<file path="config.mk">
export PLATFORM = sky130hd
export DESIGN_NAME = dpc_ram
export DESIGN_NICKNAME = d
export VERILOG_FILES = /design/src/rtl/dpc_ram.sv
export SDC_FILE = /design/constraint.sdc
export NUM_CORES = 1
export LEC_CHECK = 0
export ABC_CLOCK_PERIOD_IN_PS = 4300
export BUFFER_PORTS_ARGS = -buffer_cell sky130_fd_sc_hd__buf_4
export CAP_MARGIN = 20
export CORE_MARGIN = 3
export CORE_UTILIZATION = 48
export CTS_CLUSTER_SIZE = 20
export DETAILED_ROUTE_END_ITERATION = 8
export PLACE_DENSITY = 0.63
export SYNTH_ARGS = -nofsm -noshare
export SYNTH_HDL_FRONTEND = slang
export SYNTH_SLANG_ARGS = --single-unit
</file>
<file path="constraint.sdc">
create_clock -name clock -period 4.3 [get_ports clock]
set_input_delay 0.215 -clock clock [delete_from_list [all_inputs] [get_ports clock]]
set_output_delay 0.215 -clock clock [all_outputs]
set_load 0.005 [all_outputs]
</file>
<file path="src/rtl/dpc_ram.sv">
module dpc_ram #(
   parameter int WIDTH = 8,
   parameter int DEPTH = 16
) (
   input  logic                     clock,
   input  logic                     wr_en,
   input  logic [$clog2(DEPTH)-1:0] wr_addr,
   input  logic [WIDTH-1:0]         wr_data,
   input  logic [$clog2(DEPTH)-1:0] rd_addr,
   output logic [WIDTH-1:0]         rd_data
);

   logic [WIDTH-1:0] mem_ff [DEPTH];
   logic [WIDTH-1:0] rd_data_ff;

   always_ff @(posedge clock) begin
      if (wr_en) begin
         mem_ff[wr_addr] <= wr_data;
      end
      rd_data_ff <= mem_ff[rd_addr];
   end

   assign rd_data = rd_data_ff;

endmodule

</file>
==> results.json <==
{
  "synth_xor_area_frac": 0,
  "vias": 2416,
  "fin_skew_ns": 0.005855,
  "die_x_um": 109.6,
  "ios": 26,
  "grt_pass1_vias": 2494,
  "drv_cap": 0,
  "gr-total-overflow": 0,
  "antenna_cells": 0,
  "wl_per_cell_um": 22.69,
  "syn-instance-count": 229,
  "clock_tree.root_cell": "clkbuf_8",
  "min_period_ns": 1.467,
  "dp_hpwl_mm": 5.777,
  "cts.sinks": 136,
  "cp_max_fo": 5,
  "synth_warnings": 0,
  "yosys-mux-area-fraction": 0.1502,
  "status": "complete, no violations",
  "fin_crit_sh": 0.3411,
  "dp_cells": 382,
  "synth-simple-area-share": 0.03184,
  "start_util": 0.4964,
  "hold_path_end": "mem_ff[0][7]",
  "cts_buffers": 17,
  "drc": 0,
  "finalHoldViolations": 0,
  "endpoint_kind": "flip-flop",
  "drtIter0Drc": 146,
  "synthAdderAreaFrac": 0,
  "cts_max_level": 4,
  "antenna_found_initial": 0,
  "design.core.area_sq_um": 10370,
  "worstSetupPathType": "primary input to flip-flop",
  "timing.fmax_ghz": 0.6818,
  "worst-endpoint-required_ns": 4.53,
  "gp_congestion": 0.7135,
  "slew_violations": 0,
  "crit_start": "wr_addr[2]",
  "hold_path.class": "primary input to flip-flop",
  "io_buffer_count": 25,
  "crit_path_start_kind": "primary input",
  "drive_gt1_frac": 0.2737,
  "grt_pass1_wl_mm": 14.55,
  "ys_seq_area_frac": 0.7778,
  "netlist_area_sq_um": 5147,
  "finalInstanceArea_sq_um": 6101,
  "clk_latency_ns": 0.52,
  "reg2reg_to": "rd_data[3]",
  "rsz0062_at_grt": "no",
  "drt-pass1-iter-count": 5,
  "synth_cell_types": 19,
  "fin_cells": 421,
  "nNetsFinal": 290,
  "wl_mm": 9.554,
  "synth_top_family_by_area": "multiplexers",
  "synth_nets": 247,
  "postCtsSetupBuffers": 0,
  "die_y_um": 109.6,
  "tns_ns": 0,
  "synth_top_area_frac": 0.7467,
  "hold-worst-slack_ns": 0.01295,
  "r2r_cells": 3,
  "arrival_ns": 1.70,
  "p_leak_uw": 0.002036,
  "ir_drop_mv": 0.2928,
  "r2r_start": "mem_ff[1][3]",
  "min_from": "wr_data[7]",
  "ff2ff_setup_slack_ns": 2.90,
  "fillerInstances": 787,
  "multi_input_area_sq_um": 1062,
  "cts_tree": "done",
  "slew_headroom": 0.3337,
  "ant_nets": 0,
  "grt_usage": 0.1795,
  "cts_resized": 0,
  "clkTransAtPathRegs_ns": 0.06,
  "rows": 37,
  "whs_path_depth": 1,
  "setup_viol": 0,
  "post_dp_cell_area_sq_um": 5439,
  "seqCellArea_sq_um": 4004,
  "area.growth.synth_to_final_pct": 18.52,
  "via_per_inst": 5.739,
  "grt_max_degree": 33,
  "avgSynthCellArea_sq_um": 22.48,
  "tightest_slew_ns": 0.9957,
  "cellPowerDensity_nw_per_um2": 502.3,
  "synth-compound-area-share": 0.02333,
  "yosys.area.top_type": "edfxtp_1",
  "die-area_sq_um": 12000,
  "cts_buffer_depth": 2,
  "ys_top_cells_by_area": "edfxtp_1 75%, mux4_2 7.9%, mux4_1 7.1%",
  "ys_ff_latch": 136
}
-- metal layers --
| metal | global-route usage | wire [um] | vias up | part of all wire |
|---|---|---|---|---|
| met4 | 0.07480 | 183 | 0 | 0.019 |
| met1 | 0.2385 | 4235 | 1262 | 0.44 |
| met3 | 0.05344 | 562 | 18 | 0.059 |
| li1 | - | - | 1062 | - |
| met2 | 0.2794 | 4572 | 74 | 0.48 |
| met5 | 0 | 0 | - | 0 |
-- final cells by class --
class	count	area share
clock buffer	21	0.07363
clock inverter	11	0.02420
multi-input combinational	83	0.1741
sequential	136	0.6563
tap	136	0.02789
timing repair buffer	34	0.04389
-- cells in the final DEF (no fill, tap or decap) --
cell | Yosys | routed
buf_4 | 1 | 27
and2_1 | 1 | 1
clkinv_4 | 0 | 2
mux4_2 | 18 | 18
nand3b_1 | 2 | 2
clkbuf_8 | 0 | 3
nand2b_1 | 2 | 2
clkinv_2 | 0 | 2
a22oi_1 | 16 | 16
clkbuf_16 | 0 | 16
bufinv_16 | 0 | 3
nor2b_1 | 1 | 1
clkbuf_1 | 0 | 2
edfxtp_1 | 128 | 128
dlygate4sd3_1 | 0 | 6
nor3_2 | 0 | 1
nor3_1 | 4 | 3
mux4_1 | 14 | 14
dfxtp_1 | 8 | 8
and2b_1 | 1 | 1
clkinvlp_4 | 0 | 4
nor2_1 | 13 | 13
nand3_1 | 1 | 1
nand2_1 | 9 | 9
or3b_2 | 1 | 1
clkbuf_2 | 0 | 1
-- power breakdown --
part	switching (uW)	total [uW]	internal, uW
logic	76.4	142	65.3
clock network	520	1430	913
registers	7.74	1490	1480
-- synth_stat cells --
cell and count:
and2_1 1, mux4_1 14, clkdlybuf4s25_2 3, buf_4 1
buf_2 3, nor2_1 13, nand2b_1 2, nor2b_1 1
buf_6 3, nor3_1 4, or3b_2 1, mux4_2 18
edfxtp_1 128, nand2_1 9, dfxtp_1 8, nand3b_1 2
and2b_1 1, nand3_1 1, a22oi_1 16
-- critical path: stages --
cell	delay [ns]
buf_4	0.12
or3b_2	0.50
nor3_1	0.58
clkbuf_2	0.29
-- flip-flops by register name, indices dropped and copies added, names as in the netlist --
register	flops
mem_ff	128
rd_data	8
-- worst max path at each step --
stage              endpoint
6_report       mem_ff[0][1]
5_1_grt        mem_ff[0][1]
4_1_cts        mem_ff[0][2]
3_5_place_dp   mem_ff[0][1]
3_3_place_gp   mem_ff[0][0]
2_1_floorplan  mem_ff[0][0]
-- kinds of logic (layout without fill, tap and decap cells) --
logic type / count (synthesis) / count (layout)
flip-flops: 136 / 136
multiplexers: 32 / 32
buffers and inverters: 10 / 66
AND/OR/NAND/NOR: 35 / 35
AO/OA/AOI/OAI: 16 / 16
-- timing repair --
action,CTS,global route
endpoints found under the setup margin,0,0
endpoints found under the hold margin,88,0
hold buffers,6,0
-- stage by stage --
stage	utilization	setup slack, ns	total power [uW]
6_report	0.5883	2.833	3064
5_1_grt	0.5883	2.759	3157
4_1_cts	0.5878	2.707	3093
3_5_place_dp	0.5245	2.155	1657
3_3_place_gp	0.5245	2.264	1653
2_1_floorplan	-	2.592	1592
Power figures use the tool's default switching activity.
