[config.mk]
export PLATFORM = sky130hd
export DESIGN_NAME = dpc_near
export DESIGN_NICKNAME = d
export VERILOG_FILES = /design/src/rtl/dpc_pkg.sv /design/src/rtl/dpc_near.sv
export SDC_FILE = /design/constraint.sdc
export NUM_CORES = 1
export LEC_CHECK = 0
export BUFFER_PORTS_ARGS = -buffer_cell sky130_fd_sc_hd__clkbuf_2
export CORE_MARGIN = 1
export CORE_UTILIZATION = 40
export DETAILED_ROUTE_END_ITERATION = 10
export PLACE_DENSITY = 0.57
export SYNTH_ARGS = -nofsm -noshare
export SYNTH_HDL_FRONTEND = slang
export SYNTH_SLANG_ARGS = --single-unit
[constraint.sdc]
create_clock -name vclk -period 12.95
set_clock_uncertainty 0.15 [all_clocks]
set_input_delay 1.9425 -clock vclk [all_inputs]
set_output_delay 1.9425 -clock vclk [all_outputs]
set_load 0.005 [all_outputs]
[src/rtl/dpc_pkg.sv]
package dpc_pkg;

   localparam int MAX_POINTS = 512;
   localparam int IDX_W      = $clog2(MAX_POINTS);
   localparam int CNT_W      = IDX_W + 1;
   localparam int LABEL_W    = IDX_W + 1;
   localparam int COORD_W    = 10;
   localparam int RD_IDX_W   = 9;
   localparam int LBLOUT_W   = 9;
   localparam int TOTAL_W    = 10;
   localparam int MINPTS_W   = 10;
   localparam int EPS_W      = 11;
   localparam int DIST_W     = 2 * EPS_W;
   localparam int CSR_IDX_W  = 1;

   localparam logic [MINPTS_W-1:0] MINPTS_RESET = MINPTS_W'(1);
   localparam int                  EPS_RESET    = 95;

   localparam logic [LABEL_W-1:0] LBL_UNSEEN = '1;
   localparam logic [LABEL_W-1:0] LBL_NOISE  = LBL_UNSEEN - LABEL_W'(1);

   localparam logic MODE_LOAD  = 1'b0;
   localparam logic MODE_READ  = 1'b1;
   localparam logic KIND_DONE  = 1'b0;
   localparam logic KIND_LABEL = 1'b1;

   localparam logic [CSR_IDX_W-1:0] CSR_MIN_POINTS = CSR_IDX_W'(0);
   localparam logic [CSR_IDX_W-1:0] CSR_EPSILON    = CSR_IDX_W'(1);

   typedef struct packed {
      logic                mode;
      logic [COORD_W-1:0]  point_x;
      logic [COORD_W-1:0]  point_y;
      logic                last_point;
      logic [RD_IDX_W-1:0] read_index;
   } req_type;

   typedef struct packed {
      logic                result_kind;
      logic [LBLOUT_W-1:0] cluster_label;
      logic                is_noise;
      logic [TOTAL_W-1:0]  cluster_total;
      logic                overflow_flag;
      logic                index_invalid;
   } rsp_type;

   typedef enum logic [3:0] {
      ST_IDLE,
      ST_INIT,
      ST_OUTER,
      ST_OUTCHK,
      ST_CORE,
      ST_COUNT,
      ST_DECIDE,
      ST_MARK,
      ST_QCHK,
      ST_QSEED,
      ST_QCORE,
      ST_EXPAND,
      ST_DONE,
      ST_READ
   } state_type;

endpackage

[src/rtl/dpc_near.sv]
module dpc_near (
   input  logic [dpc_pkg::COORD_W-1:0] ax,
   input  logic [dpc_pkg::COORD_W-1:0] ay,
   input  logic [dpc_pkg::COORD_W-1:0] bx,
   input  logic [dpc_pkg::COORD_W-1:0] by,
   input  logic [dpc_pkg::DIST_W-1:0]  eps_sq,
   output logic                        near
);
   import dpc_pkg::*;

   logic [COORD_W-1:0]   dx;
   logic [COORD_W-1:0]   dy;
   logic [2*COORD_W-1:0] dx_sq;
   logic [2*COORD_W-1:0] dy_sq;
   logic [2*COORD_W:0]   dist_sq;

   always_comb begin
      dx      = (ax > bx) ? (ax - bx) : (bx - ax);
      dy      = (ay > by) ? (ay - by) : (by - ay);
      dx_sq   = dx * dx;
      dy_sq   = dy * dy;
      dist_sq = {1'b0, dx_sq} + {1'b0, dy_sq};
      near    = DIST_W'(dist_sq) <= eps_sq;
   end

endmodule

==> results.cfg <==
[cts]
hold_buffers = 0

[final_layout]
nClkBuffers = 0
fill_cells = 1932
numSequentialCells = 0
layout.nets = 1373
seq_area_sq_um = 0
drive_above_1_share_pct = 18.19
syn2layout_area_growth_pct = 14.27

[worst_setup_path]
crit_required_ns = 10.86
path_class = input pin to output port
cpPeakStageDelay_ns = 0.56
cp.arrival_ns = 10.44
path_common_cell = fa_1
cp-end-kind = output port
critPathLaunchType = input pin
crit_fanout = 9
slowest_stage = fa_1

[sta]
rsz0062_at_grt = no
worstMarginPinSlew_ns = 0.5729
hold_viol = 0
slew_violations = 0
tns_ns = 0
max_freq_mhz = 79.82
fin_crit_sh_pct = 96.74
slew_headroom_pct = 61.51
fin_crit_ns = 12.53
setup_violations = 0

[outcome]
status = finished, final reports clean

[floorplanning]
dieArea_sq_um = 20680
fp.dieW_microns = 143.8
io_pins = 63
fp-row-count = 51
die_h_microns = 143.8
core-area_sq_um = 19590
initial_core_util_pct = 41.06

[min_path]
min_to = near
hp-start = eps_sq[21]
hold_path.class = input pin to output port
whs_path_depth = 5

[placement]
port_buffers = 63
hpwlAfterDp_microns = 15030
gp_congestion = 0.8557

[drt]
ant_nets = 0
dr.pass1.iters = 5
drt_iter0_drc = 225
vias = 6152
drt-total-wl_microns = 16530
drcViolationCount = 0
avgRoutedWirePerCell_microns = 12.78
via_per_inst = 4.754

[logic_synthesis]
synth_nets = 1283
synth.most_common_cell = inv_1
netlist_area_sq_um = 8043
synth_top_area_cell = fa_1
ys_top_cells_by_area = fa_1, ha_1, inv_1
ys_types = 61
yosysSeqAreaShare_pct = 0
ys.warnings.count = 0
syn-instance-count = 940
ys_top_cells_by_count = inv_1, ha_1, fa_1
syn_avg_cell_area_sq_um = 8.556
synth_top_area_share_pct = 33.35

[grt]
grt_pass1_wl_microns = 28580
grt_pass1_vias = 6254
grt-ovfl-total = 0
antenna_found_initial = 0
grt_use_total_pct = 17.04
grt_start_max_net_pins = 13

[job]
maxCapViolations = 0
## cell usage in the layout (no fill, tap or decap), types with 4 or more instances in the layout
cell type	synthesis	layout
mux2i_1	13	10
ha_1	147	143
or2_1	4	4
nor3_1	7	6
buf_4	1	48
inv_1	253	252
or2_2	14	14
o211ai_1	5	5
nor2_2	3	5
nand4_1	8	8
clkbuf_2	0	63
o21ai_0	20	16
a21oi_1	40	36
xor2_1	10	8
nor2b_1	6	5
xnor2_2	6	4
fa_1	134	131
nand3_1	9	9
o21ai_1	2	4
xnor2_1	25	24
nand2b_1	11	11
nand2_1	11	10
nor2_1	94	91
a31oi_1	7	7
o21a_1	6	6
a21oi_2	1	5
a21o_1	29	29
o21bai_1	4	4
## logic make-up after synthesis
logic type	Yosys count	synth area share, %
and+or+nand+nor	185	11.37
AOI/OAI and AO/OA	136	11.22
adders and majority gates	281	56.22
muxes	17	2.256
xor gates and xnor gates	43	5.429
buffers and inverters	278	13.50
## critical path, delay by kind of cell
| kind | cells | cell delay [ns] |
|---|---|---|
| adders and majority gates | 11 | 4.61 |
| AOI/OAI and AO/OA | 11 | 1.78 |
| and+or+nand+nor | 4 | 0.71 |
| buffers and inverters | 8 | 0.64 |
| muxes | 1 | 0.35 |
| xor gates and xnor gates | 2 | 0.35 |
## repair_timing
| item | 4_1_cts | 5_1_grt |
|---|---|---|
| buffers inserted | 0 | 13 |
| pin swaps | 0 | 26 |
| gates resized for setup | 3 | 45 |
| endpoints found under the setup margin | 1 | 1 |
## area by class of cell
class,count,area (sq um),area share [%]
Multi-Input combinational cell,662,7203,78.38
Inverter,254,957.2,10.42
Timing Repair Buffer,112,695.7,7.570
Tap cell,265,331.6,3.608
Antenna cell,1,2.502,0.02723
## metrics by stage
stage	area (sq um)	hold slack (ns)	std cells	utilization (%)	worst slack (ns)
floorplan	8043	3.967	940	-	0.8313
global placement	8827	4.181	1280	45.06	0.03444
detailed placement	8827	4.176	1280	45.06	-0.07462
CTS	8842	4.180	1280	45.14	0.01382
global route	9188	4.207	1293	46.90	0.01303
finish	9190	4.177	1294	46.91	0.4220
## routing by layer
layer  GRT usage (%)  up-vias  share of wire [%]  routed length [microns]
met1           23.00     2977                 47                     7702
met5               0        -                  0                        0
met2           31.76       69                 51                     8493
li1                -     3100                  -                        -
met3         0.03332        6                1.3                      212
met4           1.176        0               0.76                      126
## worst max-delay path by stage
| stage | startpoint | to | slack, ns | cells past startpoint |
|---|---|---|---|---|
| finish | ay[0] | near | 0.42 | 37 |
| detailed placement | ay[0] | near | -0.07 | 38 |
| floorplan | ay[0] | near | 0.83 | 34 |
| CTS | ay[0] | near | 0.01 | 36 |
| global route | ay[0] | near | 0.01 | 38 |
| global placement | ay[0] | near | 0.03 | 37 |
Power is left out: the tool's default activity adds up to more than one toggle a clock period on the data nets, which glitch-free logic cannot reach.
